File: config.mk
export PLATFORM = sky130hd
export DESIGN_NAME = cobs_xor_frame_encoder_flat
export DESIGN_NICKNAME = d
export VERILOG_FILES = /design/src/rtl/cxfe_pkg.sv /design/src/rtl/cxfe_if.sv /design/src/rtl/cxfe_front.sv /design/src/rtl/cxfe_queue.sv /design/src/rtl/cxfe_back.sv /design/src/rtl/cobs_xor_frame_encoder.sv /design/src/flat_wrapper.sv
export VERILOG_INCLUDE_DIRS = /design/src /design/src/rtl
export SDC_FILE = /design/constraint.sdc
export NUM_CORES = 1
export LEC_CHECK = 0
export BUFFER_PORTS_ARGS = -buffer_cell sky130_fd_sc_hd__clkbuf_2
export CAP_MARGIN = 5
export CORE_MARGIN = 2
export CORE_UTILIZATION = 50
export DETAILED_ROUTE_END_ITERATION = 8
export PLACE_DENSITY = 0.65
export SYNTH_ARGS = -nofsm -noshare
export SYNTH_HDL_FRONTEND = slang
export SYNTH_SLANG_ARGS = --single-unit
File: constraint.sdc
create_clock -name clk -period 3.4 [get_ports clk]
set_input_delay 0.68 -clock clk [delete_from_list [all_inputs] [get_ports clk]]
set_output_delay 0.68 -clock clk [all_outputs]
set_load 0.005 [all_outputs]
File: src/rtl/cobs_xor_frame_encoder_assert.svh
// ----------------------------------------------------------------------------
// cobs_xor_frame_encoder_assert.svh
// assertion macros used by the frame encoder back end
// ----------------------------------------------------------------------------
`ifndef COBS_XOR_FRAME_ENCODER_ASSERT_SVH
`define COBS_XOR_FRAME_ENCODER_ASSERT_SVH

`ifndef SYNTH

// same-cycle implication
`define CXFE_ASSERT_IMP(lbl, clk, rst_n, ante, cons) \
	lbl: assert property (@(posedge clk) disable iff (!rst_n) (ante) |-> (cons)) \
		else $error("cxfe: implication check failed");

// next-cycle implication
`define CXFE_ASSERT_NXT(lbl, clk, rst_n, ante, cons) \
	lbl: assert property (@(posedge clk) disable iff (!rst_n) (ante) |=> (cons)) \
		else $error("cxfe: next-cycle check failed");

`else

`define CXFE_ASSERT_IMP(lbl, clk, rst_n, ante, cons)
`define CXFE_ASSERT_NXT(lbl, clk, rst_n, ante, cons)

`endif

`endif

File: src/rtl/cxfe_pkg.sv
// ----------------------------------------------------------------------------
// cxfe_pkg
// constants, command codes and the command type of the frame encoder
// ----------------------------------------------------------------------------
`default_nettype none

package cxfe_pkg;

	// packet length limit, checksum not counted
	localparam int MAX_LEN = 60;

	// block store: holds up to MAX_LEN data bytes plus the checksum
	localparam int STORE_DEPTH = 64;
	localparam int ADDR_W      = $clog2(STORE_DEPTH);

	// accepted-byte counter width
	localparam int PCNT_W = $clog2(MAX_LEN + 1);

	// command queue
	localparam int QDEPTH = 4;
	localparam int QPTR_W = $clog2(QDEPTH);

	// command codes
	localparam logic [1:0] CMD_PUSH      = 2'd0;
	localparam logic [1:0] CMD_FLUSH     = 2'd1;
	localparam logic [1:0] CMD_FLUSH_END = 2'd2;

	typedef struct packed {
		logic [1:0] kind;
		logic [7:0] data;
		logic       err;
	} cmd_t;

endpackage

`default_nettype wire

File: src/rtl/cxfe_if.sv
// ----------------------------------------------------------------------------
// cxfe_if
// valid/ready channels for raw packet bytes and encoded frame bytes
// ----------------------------------------------------------------------------
`default_nettype none

// raw packet bytes
interface cxfe_in_if;
	logic       valid;
	logic       ready;
	logic [7:0] data_byte;
	logic       last_byte;

	modport source (output valid, output data_byte, output last_byte, input ready);
	modport sink   (input valid, input data_byte, input last_byte, output ready);
endinterface

// encoded frame bytes
interface cxfe_out_if;
	logic       valid;
	logic       ready;
	logic [7:0] out_byte;
	logic       end_of_frame;
	logic       length_error;

	modport source (output valid, output out_byte, output end_of_frame,
		output length_error, input ready);
	modport sink   (input valid, input out_byte, input end_of_frame,
		input length_error, output ready);
endinterface

`default_nettype wire

File: src/rtl/cxfe_front.sv
// ----------------------------------------------------------------------------
// cxfe_front
// accepts packet bytes, keeps the xor and length limit, issues block commands
// ----------------------------------------------------------------------------
`default_nettype none

module cxfe_front (
	input  wire logic          clk,
	input  wire logic          arst_n,
	cxfe_in_if.sink            pkt,
	output logic               push,
	output cxfe_pkg::cmd_t     cmd,
	input  wire logic          full
);
	import cxfe_pkg::*;

	localparam logic [1:0] FR_TAKE = 2'd0;
	localparam logic [1:0] FR_SUM  = 2'd1;
	localparam logic [1:0] FR_END  = 2'd2;

	logic [1:0]        phase_q;
	logic [7:0]        xor_q;
	logic [PCNT_W-1:0] pcnt_q;
	logic              ovf_q;
	logic              err_q;

	logic take;
	logic acc;
	logic [7:0] xor_next;

	// byte is kept while under the length limit
	assign take     = pcnt_q < PCNT_W'(MAX_LEN);
	assign acc      = pkt.valid && pkt.ready;
	assign xor_next = take ? (xor_q ^ pkt.data_byte) : xor_q;

	assign pkt.ready = (phase_q == FR_TAKE) && !full;

	// command issue
	always_comb begin
		push     = 1'b0;
		cmd.kind = CMD_PUSH;
		cmd.data = pkt.data_byte;
		cmd.err  = 1'b0;
		unique case (phase_q)
			FR_TAKE: begin
				push     = acc && take;
				cmd.kind = (pkt.data_byte == 8'd0) ? CMD_FLUSH : CMD_PUSH;
			end
			FR_SUM: begin
				push     = !full;
				cmd.data = xor_q;
				cmd.kind = (xor_q == 8'd0) ? CMD_FLUSH : CMD_PUSH;
			end
			FR_END: begin
				push     = !full;
				cmd.kind = CMD_FLUSH_END;
				cmd.err  = err_q;
			end
			default: begin
				push = 1'b0;
			end
		endcase
	end

	// packet state
	always_ff @(posedge clk or negedge arst_n) begin
		if (!arst_n) begin
			phase_q <= FR_TAKE;
			xor_q   <= '0;
			pcnt_q  <= '0;
			ovf_q   <= 1'b0;
			err_q   <= 1'b0;
		end else begin
			unique case (phase_q)
				FR_TAKE: begin
					if (acc) begin
						xor_q <= xor_next;
						if (take) begin
							pcnt_q <= pcnt_q + PCNT_W'(1);
						end else begin
							ovf_q <= 1'b1;
						end
						if (pkt.last_byte) begin
							err_q   <= ovf_q || !take;
							phase_q <= FR_SUM;
						end
					end
				end
				FR_SUM: begin
					if (!full) begin
						phase_q <= FR_END;
					end
				end
				FR_END: begin
					if (!full) begin
						phase_q <= FR_TAKE;
						xor_q   <= '0;
						pcnt_q  <= '0;
						ovf_q   <= 1'b0;
						err_q   <= 1'b0;
					end
				end
				default: begin
					phase_q <= FR_TAKE;
				end
			endcase
		end
	end

endmodule

`default_nettype wire

File: src/rtl/cxfe_queue.sv
// ----------------------------------------------------------------------------
// cxfe_queue
// short command fifo between the front and the back end
// ----------------------------------------------------------------------------
`default_nettype none

module cxfe_queue (
	input  wire logic          clk,
	input  wire logic          arst_n,
	input  wire logic          push,
	input  wire cxfe_pkg::cmd_t cmd_in,
	output logic               full,
	input  wire logic          pop,
	output cxfe_pkg::cmd_t     cmd_out,
	output logic               nempty
);
	import cxfe_pkg::*;

	cmd_t              slot_q [QDEPTH];
	logic [QPTR_W-1:0] wr_q;
	logic [QPTR_W-1:0] rd_q;
	logic [QPTR_W:0]   cnt_q;

	assign full    = cnt_q == (QPTR_W + 1)'(QDEPTH);
	assign nempty  = cnt_q != '0;
	assign cmd_out = slot_q[rd_q];

	// storage
	always_ff @(posedge clk) begin
		if (push) begin
			slot_q[wr_q] <= cmd_in;
		end
	end

	// pointers and fill level
	always_ff @(posedge clk or negedge arst_n) begin
		if (!arst_n) begin
			wr_q  <= '0;
			rd_q  <= '0;
			cnt_q <= '0;
		end else begin
			if (push) begin
				wr_q <= wr_q + QPTR_W'(1);
			end
			if (pop) begin
				rd_q <= rd_q + QPTR_W'(1);
			end
			if (push && !pop) begin
				cnt_q <= cnt_q + (QPTR_W + 1)'(1);
			end else if (pop && !push) begin
				cnt_q <= cnt_q - (QPTR_W + 1)'(1);
			end
		end
	end

endmodule

`default_nettype wire

File: src/rtl/cxfe_back.sv
// ----------------------------------------------------------------------------
// cxfe_back
// block store and emitter: code word, block bytes, delimiter
// ----------------------------------------------------------------------------
`default_nettype none
`include "cobs_xor_frame_encoder_assert.svh"

module cxfe_back (
	input  wire logic          clk,
	input  wire logic          arst_n,
	input  wire cxfe_pkg::cmd_t cmd,
	input  wire logic          nempty,
	output logic               pop,
	cxfe_out_if.source         enc
);
	import cxfe_pkg::*;

	localparam logic [1:0] BK_IDLE  = 2'd0;
	localparam logic [1:0] BK_CODE  = 2'd1;
	localparam logic [1:0] BK_DATA  = 2'd2;
	localparam logic [1:0] BK_DELIM = 2'd3;

	logic [7:0] mem [STORE_DEPTH];

	logic [1:0]        state_q, state_d;
	logic [ADDR_W-1:0] cnt_q, cnt_d;
	logic [ADDR_W-1:0] idx_q, idx_d;
	logic              end_q, end_d;
	logic              err_q, err_d;
	logic [7:0]        rd_data_q;

	logic              ov_q;
	logic [7:0]        ob_q;
	logic              oeof_q;
	logic              oerr_q;

	logic       load_ok;
	logic       wr_en;
	logic       ld;
	logic [7:0] ld_byte;
	logic       ld_eof;
	logic       ld_err;

	assign load_ok = !ov_q || enc.ready;

	assign enc.valid        = ov_q;
	assign enc.out_byte     = ob_q;
	assign enc.end_of_frame = oeof_q;
	assign enc.length_error = oerr_q;

	// sequencer
	always_comb begin
		state_d = state_q;
		cnt_d   = cnt_q;
		idx_d   = idx_q;
		end_d   = end_q;
		err_d   = err_q;
		pop     = 1'b0;
		wr_en   = 1'b0;
		ld      = 1'b0;
		ld_byte = rd_data_q;
		ld_eof  = 1'b0;
		ld_err  = 1'b0;
		unique case (state_q)
			BK_IDLE: begin
				idx_d = '0;
				if (nempty) begin
					pop = 1'b1;
					if (cmd.kind == CMD_PUSH) begin
						wr_en = 1'b1;
						cnt_d = cnt_q + ADDR_W'(1);
					end else begin
						end_d   = cmd.kind == CMD_FLUSH_END;
						err_d   = cmd.err;
						state_d = BK_CODE;
					end
				end
			end
			BK_CODE: begin
				if (load_ok) begin
					ld      = 1'b1;
					ld_byte = 8'(cnt_q) + 8'd1;
					if (cnt_q == '0) begin
						state_d = end_q ? BK_DELIM : BK_IDLE;
					end else begin
						state_d = BK_DATA;
					end
				end
			end
			BK_DATA: begin
				if (load_ok) begin
					ld    = 1'b1;
					idx_d = idx_q + ADDR_W'(1);
					if (idx_d == cnt_q) begin
						cnt_d   = '0;
						state_d = end_q ? BK_DELIM : BK_IDLE;
					end
				end
			end
			BK_DELIM: begin
				if (load_ok) begin
					ld      = 1'b1;
					ld_byte = 8'd0;
					ld_eof  = 1'b1;
					ld_err  = err_q;
					state_d = BK_IDLE;
				end
			end
			default: begin
				state_d = BK_IDLE;
			end
		endcase
	end

	// block store, registered read at the next index
	always_ff @(posedge clk) begin
		if (wr_en) begin
			mem[cnt_q] <= cmd.data;
		end
		rd_data_q <= mem[idx_d];
	end

	// output word payload
	always_ff @(posedge clk) begin
		if (ld) begin
			ob_q   <= ld_byte;
			oeof_q <= ld_eof;
			oerr_q <= ld_err;
		end
	end

	// control state
	always_ff @(posedge clk or negedge arst_n) begin
		if (!arst_n) begin
			state_q <= BK_IDLE;
			cnt_q   <= '0;
			idx_q   <= '0;
			end_q   <= 1'b0;
			err_q   <= 1'b0;
			ov_q    <= 1'b0;
		end else begin
			state_q <= state_d;
			cnt_q   <= cnt_d;
			idx_q   <= idx_d;
			end_q   <= end_d;
			err_q   <= err_d;
			if (ld) begin
				ov_q <= 1'b1;
			end else if (enc.ready) begin
				ov_q <= 1'b0;
			end
		end
	end

	// checks
	`CXFE_ASSERT_IMP(a_cnt_bound, clk, arst_n, 1'b1, cnt_q <= ADDR_W'(MAX_LEN + 1))
	`CXFE_ASSERT_IMP(a_idx_in_block, clk, arst_n, state_q == BK_DATA, idx_q < cnt_q)
	`CXFE_ASSERT_IMP(a_delim_empty, clk, arst_n, state_q == BK_DELIM, cnt_q == '0)
	`CXFE_ASSERT_NXT(a_delim_done, clk, arst_n, state_q == BK_DELIM && load_ok, state_q == BK_IDLE && oeof_q)

endmodule

`default_nettype wire

File: src/rtl/cobs_xor_frame_encoder.sv
// Path: closing command -> queue slot -> BK_CODE state -> code word in the output register.
// Throughput: a non-final byte is taken each cycle while the 4-entry command queue has room;
// a final byte then blocks the input while the checksum and frame close commands go out.
// Output, per block: one word per cycle while enc.ready, code + n bytes, delimiter if last.
// Reset: arst_n clears all control state at once; the block store is not cleared.
`default_nettype none

// ----------------------------------------------------------------------------
// cobs_xor_frame_encoder
// cobs frame encoder with xor checksum byte, length limit and error flag
// ----------------------------------------------------------------------------

module cobs_xor_frame_encoder (
	input  wire logic clk,
	input  wire logic arst_n,
	cxfe_in_if.sink   pkt,
	cxfe_out_if.source enc
);
	import cxfe_pkg::*;

	logic push;
	logic full;
	logic pop;
	logic nempty;
	cmd_t cmd_f;
	cmd_t cmd_b;

	// front: packet bookkeeping
	cxfe_front u_front (
		.clk    (clk),
		.arst_n (arst_n),
		.pkt    (pkt),
		.push   (push),
		.cmd    (cmd_f),
		.full   (full)
	);

	// command queue
	cxfe_queue u_queue (
		.clk     (clk),
		.arst_n  (arst_n),
		.push    (push),
		.cmd_in  (cmd_f),
		.full    (full),
		.pop     (pop),
		.cmd_out (cmd_b),
		.nempty  (nempty)
	);

	// back: store and emit
	cxfe_back u_back (
		.clk    (clk),
		.arst_n (arst_n),
		.cmd    (cmd_b),
		.nempty (nempty),
		.pop    (pop),
		.enc    (enc)
	);

endmodule

`default_nettype wire

File: src/flat_wrapper.sv
// flat-port wrapper written by rule: the top's interface ports become plain ports
module cobs_xor_frame_encoder_flat import cxfe_pkg::*;
  (clk, arst_n, pkt_valid, pkt_data_byte, pkt_last_byte, pkt_ready, enc_valid, enc_out_byte, enc_end_of_frame, enc_length_error, enc_ready);
  cxfe_in_if pkt_i ();
  cxfe_out_if enc_i ();
  input  wire logic clk;
  input  wire logic arst_n;
  input wire logic [$bits(pkt_i.valid)-1:0] pkt_valid;
  input wire logic [$bits(pkt_i.data_byte)-1:0] pkt_data_byte;
  input wire logic [$bits(pkt_i.last_byte)-1:0] pkt_last_byte;
  output wire logic [$bits(pkt_i.ready)-1:0] pkt_ready;
  output wire logic [$bits(enc_i.valid)-1:0] enc_valid;
  output wire logic [$bits(enc_i.out_byte)-1:0] enc_out_byte;
  output wire logic [$bits(enc_i.end_of_frame)-1:0] enc_end_of_frame;
  output wire logic [$bits(enc_i.length_error)-1:0] enc_length_error;
  input wire logic [$bits(enc_i.ready)-1:0] enc_ready;
  assign pkt_i.valid = pkt_valid;
  assign pkt_i.data_byte = pkt_data_byte;
  assign pkt_i.last_byte = pkt_last_byte;
  assign pkt_ready = pkt_i.ready;
  assign enc_valid = enc_i.valid;
  assign enc_out_byte = enc_i.out_byte;
  assign enc_end_of_frame = enc_i.end_of_frame;
  assign enc_length_error = enc_i.length_error;
  assign enc_i.ready = enc_ready;
  cobs_xor_frame_encoder u_core (.clk(clk), .arst_n(arst_n), .pkt(pkt_i), .enc(enc_i));
endmodule
==> run metrics, run 1 <==
outcome finished, final reports clean; critical path class reg2reg; Design Power 25.58 mW; crit start category flop; # rows 82; initial antenna violation count 3; MaxCap Viol Count 0; cells after synthesis about 1800; Routed WL 60.91 mm; top-area cell type share of the netlist area around 67%; first-pass GRT wire length just over 90 mm; crit path DAT 3770 ps; path category of the worst min-delay check in2async; GR Util All Layers 23.33%; register area share after synthesis 71.80%; final slew viol count 0; CTS Buf Count ~60; synth unique cells 70; FMAX 306.1 MHz; Clock Latency Late Sink ~630 ps; die height ~230 um; clk buf depth 3; Congestion Overflow GR 0; Area Growth Syn to Fin 14.37%; Syn Area/Cell 14.29 um^2; CP Capture Type flop; Reg2Reg Depth 10; Post-synth ARST share about 7%; largest net degree at the start of global routing 75; TritonRoute pass-1 iters 6; hold_ws 178.9 ps; reg2reg start u_core.u_back.idx_q[1]$_DFF_PN0_; Yosys reg bits 616; post-layout minimum cycle time about 3300 ps; power per cell area a little under 900 nW/um^2; Slew HR between 15 and 20%; I/O pins 25; Slew @ Worst Pin about 1200 ps; CTS tree done; Yosys top cell by area edfxtp_1; RSZ-0062 raised after global routing no; sequential share of power 42.7%; number of global-route vias before repair ~15000; clock transition at the registers of the reported paths 70 ps; Final Cycle Share a little over nine tenths; Root Driver clkbuf_16; worst vdd ir 642.9 uV; R2R Path End u_core.u_back.rd_data_q[2]$_DFF_P_; Die ar. 52530 um^2; cell with the most instances after synthesis edfxtp_1; Detail Route Antenna Nets 0; Placeable Area 50070 um^2; hold violation count in the final report 0; Sink Count around 620; Initial Util 50.65%; Comb pwr share between 30% and 40%; post-DR vias/cell 5.846; Syn Nets about 1800; Switch Pwr 8.727 mW; post-CTS setup buffer count 0; Syn. warnings 0; chip width approximately 230 um; most common flop cell mapped by yosys edfxtp_1; final setup fails 0; DR vias around 15000; 1st-iter DRT viols 1648; routability congestion estimate approximately 0.86; Net Sw Frac 34.11%; FF-to-FF setup slack 130 ps; Layout Skew approximately 17 ps; ANT cells 0; Wirelength per Cell 23.25 um; final-stage net count 1924; number of remaining DRC errors 0; I/O Buffers 24; Commonest cells post-synth 566 x edfxtp_1, 288 x nand2_1, 197 x nand3_1, 132 x mux2i_1, 89 x nor2_1; Cell Int Power 16.86 mW; Synth area leaders edfxtp_1 67%, mux2i_1 5.2%, nand2_1 4.3%; Mapped Area roughly 25000 um^2; fraction of layout cells with a size suffix above 1 15.71%; Post-synth EDFFs 566; DPL Wire Length 39.00 mm; worst endpoint required time 3900 ps; top fanout value on the critical path 28; Clock Power Share approximately a quarter; Lkg Pwr 9.818 nW; Setup TNS 0 ps; H-Tree Depth 2
-- registers in the layout, indices dropped and copies added, names as in the netlist --
signal,count
u_core.u_queue.cnt_q,3
u_core.u_queue.wr_q,2
u_core.u_back.idx_q,6
u_core.u_back.end_q,1
u_core.u_front.pcnt_q,6
u_core.u_queue.rd_q,2
u_core.u_back.err_q,1
u_core.u_queue.slot_q,44
u_core.u_back.cnt_q,6
u_core.u_back.rd_data_q,8
u_core.u_front.xor_q,8
u_core.u_front.err_q,1
u_core.u_back.state_q,2
u_core.u_back.enc.end_of_frame,1
u_core.u_back.mem,512
u_core.u_back.enc.out_byte,8
u_core.u_back.enc.valid,1
u_core.u_back.enc.length_error,1
u_core.u_front.ovf_q,1
u_core.u_front.phase_q,2
-- worst max path at each step --
stage,start,endpoint,cells past startpoint
floorplan,enc_ready,u_core.u_back.rd_data_q[0]$_DFF_P_,9
global placement,enc_ready,u_core.u_back.rd_data_q[2]$_DFF_P_,11
detailed placement,enc_ready,u_core.u_back.rd_data_q[2]$_DFF_P_,10
CTS,u_core.u_back.idx_q[1]$_DFF_PN0_,u_core.u_back.rd_data_q[2]$_DFF_P_,10
global route,u_core.u_back.idx_q[1]$_DFF_PN0_,u_core.u_back.rd_data_q[7]$_DFF_P_,10
finish,u_core.u_back.idx_q[1]$_DFF_PN0_,u_core.u_back.rd_data_q[2]$_DFF_P_,10
-- stage by stage --
step	util (%)	cells	instance area, um^2	setup WS (ps)
finish	57.92	2620	29000	132.8
global route	57.92	2620	29000	12.91
CTS	57.92	2620	29000	97.04
detailed placement	53.98	2504	27030	21.49
global placement	53.98	2504	27030	105.2
floorplan	-	1775	25360	653.0
-- placed cells by master, fill, tap and decap left out, types with 15 or more instances in the layout --
master	Yosys	routed
clkbuf_1	38	17
a21oi_1	26	26
nor2_1	89	89
nand3_1	197	197
a22oi_1	52	52
nand4_1	25	25
edfxtp_1	566	566
o21ai_0	28	28
clkbuf_16	0	63
mux4_2	17	17
nand2_1	288	288
mux2_2	16	16
buf_12	0	17
dfrtp_1	42	41
clkbuf_2	0	24
a31oi_1	20	20
buf_4	13	109
mux2i_1	132	132
ha_1	15	15
-- routing by layer --
layer / GRT usage [%] / up-vias / routed length, um
met5: 0 / - / 27
met2: 36.34 / 583 / 28180
met1: 33.47 / 7634 / 26080
li1: - / 6961 / -
met4: 8.320 / 4 / 2016
met3: 3.835 / 135 / 4599
-- cells by family after synthesis --
kind of cell	count (synthesis)	share of synthesized area, %
buffers and inverters	112	2.171
multiplexers	165	7.431
AO/OA/AOI/OAI	178	4.944
AND/OR/NAND/NOR	671	12.25
adder cells (fa/ha/maj)	16	0.8191
flip-flops	616	71.80
XOR/XNOR	17	0.5872
-- power by group through the flow --
stage / combinational [mW] / clock (mW) / sequential (mW)
2_1_floorplan: 4.99 / 0 / 10.9
3_3_place_gp: 7.94 / 0 / 11.0
3_5_place_dp: 8.11 / 0 / 11.1
4_1_cts: 8.14 / 6.67 / 10.9
5_1_grt: 8.76 / 6.96 / 11.0
6_report: 8.09 / 6.57 / 10.9
-- area by class of cell --
| class | instances | area (um^2) |
|---|---|---|
| clock inverters | 27 | 209.0 |
| repair buffers | 150 | 1279 |
| well taps | 672 | 840.8 |
| fillers | 3951 | 21070 |
| inverters | 19 | 81.33 |
| flip-flops and latches | 616 | 18210 |
| clock buffers | 89 | 1764 |
| multi-input cells | 1047 | 6619 |
-- worst max-delay path, stage by stage (launching register included) --
cell and delay (ps):
dfrtp_1 450, ha_1 350, inv_1 50, o311a_2 470, inv_8 240, buf_12 270, mux2i_1 290, a22oi_1 170
nand3_1 170, nand3_1 180, or4_1 440
-- repair_timing --
action                     CTS  global route
hold buffers                 0             0
setup endpoints to repair    0             7
resized for setup            0             1
Note: power is estimated with default switching activity, not from simulation.
==> inputs of run 2 (changes only) <==
- ABC_AREA: unset -> 1
==> run 2 against run 1 <==
  * Count of clock-buffer cells in the layout down 15
  * Worst hold slack lost 160 ps
  * First-iteration DRC count up 19%
  * Synthesized cell count grew 46%
  * Critical path depth shrank 2
  * Largest cell class unchanged
  * Largest power group unchanged
==> run metrics, run 2 <==
outcome finished, final reports clean; GR Util All Layers 24.82% (+1.5 points); CP Buf/Inv Count 2 (-1); most common flop cell mapped by yosys edfxtp_1; CTS tree done; TritonRoute pass-1 iters 5 (-1); CP top delay family simple AND/OR/NAND/NOR gates; number of hold buffers added after CTS 0 (unchanged); crit-path cells inv_1, o21ai_0, o22a_1, nand2_1, nor2_2, nand3_1, buf_4, nor2_1; Wirelength per Cell 20.36 um (-12%); die height 237.6 um (+3.7%); Routed WL 68.99 mm (+13%); Congestion Overflow GR 0 (unchanged); DR vias 18754 (+22%); FF-to-FF setup slack 410 ps (+270 ps); final setup fails 0 (unchanged); I/O Buffers 24 (unchanged); hold violation count in the final report 0 (unchanged); top fanout value on the critical path 13 (-54%); top-area cell type share of the netlist area 62.30% (-4.7 points); initial antenna violation count 0 (-3); MaxCap Viol Count 0 (unchanged); 1st-iter DRT viols 1969 (+19%); post-layout minimum cycle time 2992 ps (-274.7 ps); register area share after synthesis 66.74% (-5.1 points); Post-synth ARST share 6.818% (unchanged); placed insts 3277 (+31%); final-stage net count 2673 (+39%); slack of the critical path 407.5 ps (+274.7 ps); Slew @ Worst Pin 873.5 ps (-364.0 ps); Mapped Area 27280 um^2 (+7.6%); cells after synthesis 2590 (+46%); post-DR vias/cell 5.534 (-5.3%); DPL Wire Length 41.16 mm (+5.5%); Critical Path Sink u_core.u_back.mem[53][7]$_DFFE_PP_; DR WL met2 31.16 mm (+11%); Setup Slack @ Placement 387.6 ps (+366.1 ps); path category of the worst min-delay check in2async; post-CTS setup buffer count 0 (unchanged); Setup TNS 0 ps (unchanged); max FFs per register 512 (unchanged); commonest non-fill, non-tap cell in the layout nand2_1; cell with the most instances after synthesis nand2_1; Post-synth EDFFs 566 (unchanged); R2R Path End u_core.u_back.mem[53][7]$_DFFE_PP_; Placeable Area 53920 um^2 (+7.7%); Root Driver clkbuf_16; Top reg by flops u_core.u_back.mem; Initial Util 50.60% (-0.052 points); power per cell area 904.5 nW/um^2 (+2.5%); Syn Area/Cell 10.53 um^2 (-26%); clk buf depth 3 (unchanged); Commonest cells post-synth 604 x nand2_1, 566 x edfxtp_1, 480 x nand3_1, 370 x inv_1, 132 x nor2_1; reg2reg start u_core.u_queue.rd_q[0]$_DFFE_PN0P_; Synth area leaders edfxtp_1 62%, nand3_1 8.8%, nand2_1 8.3%; Lkg Pwr 12.35 nW (+26%); Final Cycle Share 88.01% (-8.1 points); H-Tree Depth 2 (unchanged); number of remaining DRC errors 0 (unchanged); Yosys reg bits 616 (unchanged); fraction of layout cells with a size suffix above 1 8.763% (-6.9 points); final slew viol count 0 (unchanged); cts repair resizes 0 (unchanged); # rows 85 (+3.7%); Reg2Reg Depth 8 (-2); crit start category flop; first-pass GRT wire length 106.2 mm (+15%); Yosys top cell by area edfxtp_1; CP startpoint u_core.u_queue.rd_q[0]$_DFFE_PN0P_; RSZ-0062 raised after global routing no; met1 wire length 29.13 mm (+12%); most frequent cells in the layout 604 x nand2_1, 566 x edfxtp_1, 479 x nand3_1; Sink Count 616 (unchanged); Die ar. 56450 um^2 (+7.5%); Clock Latency Late Sink 640 ps (about the same); chip width 237.6 um (+3.7%); FMAX 334.2 MHz (+9.2%); clock transition at the registers of the reported paths 60 ps (about the same); CTS Buf Count 61 (unchanged); Detail Route Antenna Nets 0 (unchanged); Util after Layout 56.77% (-1.2 points); Top Metal Used met4; worst endpoint required time 3660 ps (-240 ps); ANT cells 0 (unchanged); number of global-route vias before repair 18174 (+22%); crit path DAT 3250 ps (-520 ps); Design Power 27.69 mW (+8.2%); cell count along the critical path 8 (-2); synth unique cells 36 (-49%); Syn Nets 2619 (+45%); routability congestion estimate 0.9076 (+5.3%); post-layout instance count excluding filler cells 3389 (+29%); Area Growth Syn to Fin 12.20%; Syn. warnings 0 (unchanged); worst vdd ir 952.0 uV (+48%); critical path class reg2reg; Crit-path slowest cell nor2_1; WL met3 6.197 mm (+35%); Critical Path Max Stage Delay 650 ps (+180 ps); largest net degree at the start of global routing 105 (+40%); CP Capture Type flop; Layout Skew 22.18 ps (+4.704 ps); Slew HR 41.55% (+24 points); biggest regs u_core.u_back.mem: 512 flops, u_core.u_queue.slot_q: 44 flops; I/O pins 25 (unchanged)
-- run 2: cell count changes after synthesis, moves of 15 or more --
cell      delta
nand3_1    +283
buf_2       +42
mux4_2      -17
o21ai_0     +17
nand3b_1    +94
inv_1      +357
nor2_1      +43
mux2i_1    -132
a31oi_1     -20
nand2_1    +316
nand4_1     -18
mux2_2      -15
a22oi_1     -52
-- run 2: kinds of logic (layout without fill, tap and decap cells) --
family / after synthesis / count (layout) / share of synthesized area [%]
simple gates: 1339 / 1339 / 22.21
fa+ha+maj: 16 / 16 / 0.7613
xor+xnor: 19 / 19 / 0.6100
compound gates: 91 / 91 / 1.931
buf+inv: 508 / 611 / 7.705
flops: 616 / 616 / 66.74
mux: 1 / 1 / 0.04127
-- run 2: worst min path at each step --
stage                                           from                                     to  slack (ps)  cells after the start
floorplan                                     arst_n     u_core.u_back.cnt_q[0]$_DFFE_PN0P_         380                      0
global placement    u_core.u_front.ovf_q$_DFFE_PN0P_       u_core.u_front.ovf_q$_DFFE_PN0P_         480                      1
detailed placement  u_core.u_front.ovf_q$_DFFE_PN0P_       u_core.u_front.ovf_q$_DFFE_PN0P_         480                      1
CTS                                           arst_n  u_core.u_front.phase_q[1]$_DFFE_PN0P_           5                      1
global route                                  arst_n       u_core.u_front.ovf_q$_DFFE_PN0P_          40                      1
finish                                        arst_n  u_core.u_front.phase_q[1]$_DFFE_PN0P_          20                      1
-- run 2: where the power goes --
part | switching (mW) | internal (mW) | leakage (nW) | total [mW]
logic | 7.43 | 2.64 | 5.69 | 10.1
registers | 0.389 | 10.7 | 5.70 | 11.1
clock network | 2.84 | 3.72 | 0.957 | 6.56
-- run 2: stage by stage --
step | hold WS [ps] | instance area, um^2
after global routing | 36.48 | 30610
final | 18.13 | 30610
after detailed placement | 483.6 | 28680
after CTS | 4.925 | 30610
after floorplan | 384.4 | 27290
after global placement | 477.3 | 28680
-- run 2: layout make-up --
class | count | area [um^2]
fillers | 4458 | 23310
flip-flops and latches | 616 | 18210
repair buffers | 121 | 1049
well taps | 696 | 870.8
clock buffers | 74 | 1605
multi-input cells | 1466 | 7129
clock inverters | 38 | 327.8
inverters | 378 | 1420
-- run 2: layer usage --
layer,GRT usage [%],vias up
li1,-,8764
met1,34.84,8997
met2,38.19,838
met3,5.214,155
met4,9.586,0
met5,0,-
==> inputs of run 3 (changes only) <==
- PLACE_DENSITY: 0.65 -> 0.68
- clock period: 3.4 -> 2.6 ns (I/O delays scaled with it)
==> run 3 against run 2 <==
  * Register-to-register slack worse by 290 ps
  * Clock skew is 3.4 ps higher
  * Die area stayed put
  * Utilization is 1.7 points higher
  * Global-route usage hardly changed
  * Cell count is 1.9% higher
  * Highest routed layer unchanged
==> run metrics, run 3 (synthesis results as in run 2) <==
Wirelength per Cell 19.91 um (-2.2%); Switch Pwr 14.14 mW (+33%); path category of the worst min-delay check in2async; most frequent cells in the layout 604 x nand2_1, 566 x edfxtp_1, 478 x nand3_1; post-layout minimum cycle time 2478 ps (-514.0 ps); DPL Wire Length 42.11 mm (+2.3%); Routed WL 68.76 mm (-0.33%); critical path class reg2reg; first-pass GRT wire length 106.8 mm (+0.60%); CP Capture Type flop; initial antenna violation count 0 (unchanged); Root Driver clkbuf_16; Cell Int Power 23.66 mW (+39%); max FFs per register 512 (unchanged); 1st-iter DRT viols 2253 (+14%); largest net degree at the start of global routing 75 (-29%); worst vdd ir 992.6 uV (+4.3%); Clock Power Share 25.2% (+1.5 points); DR vias 19003 (+1.3%); Final Cycle Share 95.32% (+7.3 points); CP Buf/Inv Count 1 (-1); number of global-route vias before repair 18889 (+3.9%); die height 237.6 um (unchanged); placed insts 3333 (+1.7%); CTS tree done; top fanout value on the critical path 74 (+61); FF-to-FF setup slack 120 ps (-290 ps); chip width 237.6 um (unchanged); TritonRoute pass-1 iters 5 (unchanged); Clock Latency Late Sink 610 ps (-30 ps); Critical Path Max Stage Delay 440 ps (-210 ps); biggest regs u_core.u_back.mem: 512 flops, u_core.u_queue.slot_q: 44 flops; Net Sw Frac 37.40% (-1.1 points); ANT cells 0 (unchanged); power per cell area 1199 nW/um^2 (+33%); Area Growth Syn to Fin 15.56%; Layout Skew 25.54 ps (+3.357 ps); Placeable Area 53920 um^2 (unchanged); routability congestion estimate 0.9355 (+3.1%); CP top delay family simple AND/OR/NAND/NOR gates; # rows 85 (unchanged); Crit-path slowest cell dfrtp_1; fraction of layout cells with a size suffix above 1 11.28% (+2.5 points); clk buf depth 3 (unchanged); MaxCap Viol Count 0 (unchanged); most frequent cell on the critical path nand3_1; commonest non-fill, non-tap cell in the layout nand2_1; FMAX 403.5 MHz (+21%); I/O Buffers 24 (unchanged); design area 31530 um^2 (+3.0%); placed cell area 29270 um^2 (+2.1%); hold violation count in the final report 0 (unchanged); H-Tree Depth 3 (+1); crit start category flop; post-DR vias/cell 5.502 (-0.58%); Congestion Overflow GR 0 (unchanged); I/O pins 25 (unchanged); crit path DAT 2940 ps (-310 ps); Sink Count 616 (unchanged); Design Power 37.81 mW (+37%); Detail Route Antenna Nets 0 (unchanged); hold_ws 1.560 ps (-16.57 ps); final slew viol count 0 (unchanged); GR Util All Layers 24.80% (about the same); crit-path cells nand2_1, nand2_2, nand2_4, nand2_8, buf_12, nand2_1, nand3_1, nand3_1, nand3_1, nand3_1, nand3_1, nand2_1; Slew HR 57.99% (+16 points); number of hold buffers added after CTS 0 (unchanged); Die ar. 56450 um^2 (unchanged); Setup TNS 0 ps (unchanged); sequential share of power 38.1% (-1.8 points); Slew @ Worst Pin 624.7 ps (-248.8 ps); CTS Buf Count 66 (+8.2%); clock transition at the registers of the reported paths 60 ps (about the same); Lkg Pwr 12.83 nW (+3.8%); Top reg by flops u_core.u_back.mem; worst endpoint required time 3070 ps (-590 ps); post-layout instance count excluding filler cells 3454 (+1.9%); outcome finished, final reports clean; Comb pwr share 36.7% (+0.3 points); final-stage net count 2736 (+2.4%); number of remaining DRC errors 0 (unchanged); Initial Util 50.60% (unchanged); final setup fails 0 (unchanged)
[run 3: cell types whose count changed in the layout (fill, tap and decap cells not counted), sizes merged]
cell	previous run	this run
buf	97	155
clkbuf	98	115
clkinv	37	22
clkinvlp	1	5
bufinv	5	6
[run 3: what timing repair did]
item                                    CTS  global route
pin swaps                                 1             1
setup buffers                             2             0
endpoints found under the setup margin   62           498
resized for setup                         0            12
gates cloned                              0             0
[run 3: cell type report]
class / instances / area, um^2
Clock buffer: 91 / 1912
Clock inverter: 28 / 297.8
Fill cell: 4398 / 22400
Inverter: 378 / 1420
Multi-Input combinational cell: 1466 / 7152
Sequential cell: 616 / 18210
Tap cell: 696 / 870.8
Timing Repair Buffer: 179 / 1663
[run 3: worst paths after layout]
check / from / to / cells past startpoint
setup reg to reg: u_core.u_back.enc.valid$_DFFE_PN0P_ / u_core.u_back.rd_data_q[7]$_DFF_P_ / 12
min in group clk: pkt_data_byte[6] / u_core.u_front.xor_q[6]$_DFFE_PN0P_ / 3
hold / removal: arst_n / u_core.u_front.xor_q[2]$_DFFE_PN0P_ / 2
hold reg to reg: u_core.u_front.ovf_q$_DFFE_PN0P_ / u_core.u_front.ovf_q$_DFFE_PN0P_ / 1
setup / recovery: u_core.u_back.enc.valid$_DFFE_PN0P_ / u_core.u_back.rd_data_q[7]$_DFF_P_ / 12
max in group asynchronous: arst_n / u_core.u_queue.rd_q[0]$_DFFE_PN0P_ / 2
[run 3: stage by stage]
step / setup WS [ps] / utilization [%]
2_1_floorplan: 71.01 / -
3_3_place_gp: -81.62 / 54.29
3_5_place_dp: -133.1 / 54.29
4_1_cts: 1.867 / 58.41
5_1_grt: -17.56 / 58.47
6_report: 121.6 / 58.47
[run 3: power groups by stage]
stage / Clock, mW / Sequential (mW) / Combinational, mW
final: 9.53 / 14.4 / 13.9
after global routing: 10.0 / 14.5 / 15.1
after CTS: 9.64 / 14.4 / 13.8
after detailed placement: 0 / 14.6 / 13.7
after global placement: 0 / 14.5 / 13.4
after floorplan: 0 / 14.5 / 7.97
[run 3: layer usage]
layer	track usage [%]	vias up	part of all wire [%]
met5	0	-	0
met4	8.672	0	2.7
met2	40.88	812	48
li1	-	8887	-
met1	33.79	9174	41
met3	3.739	130	8.2
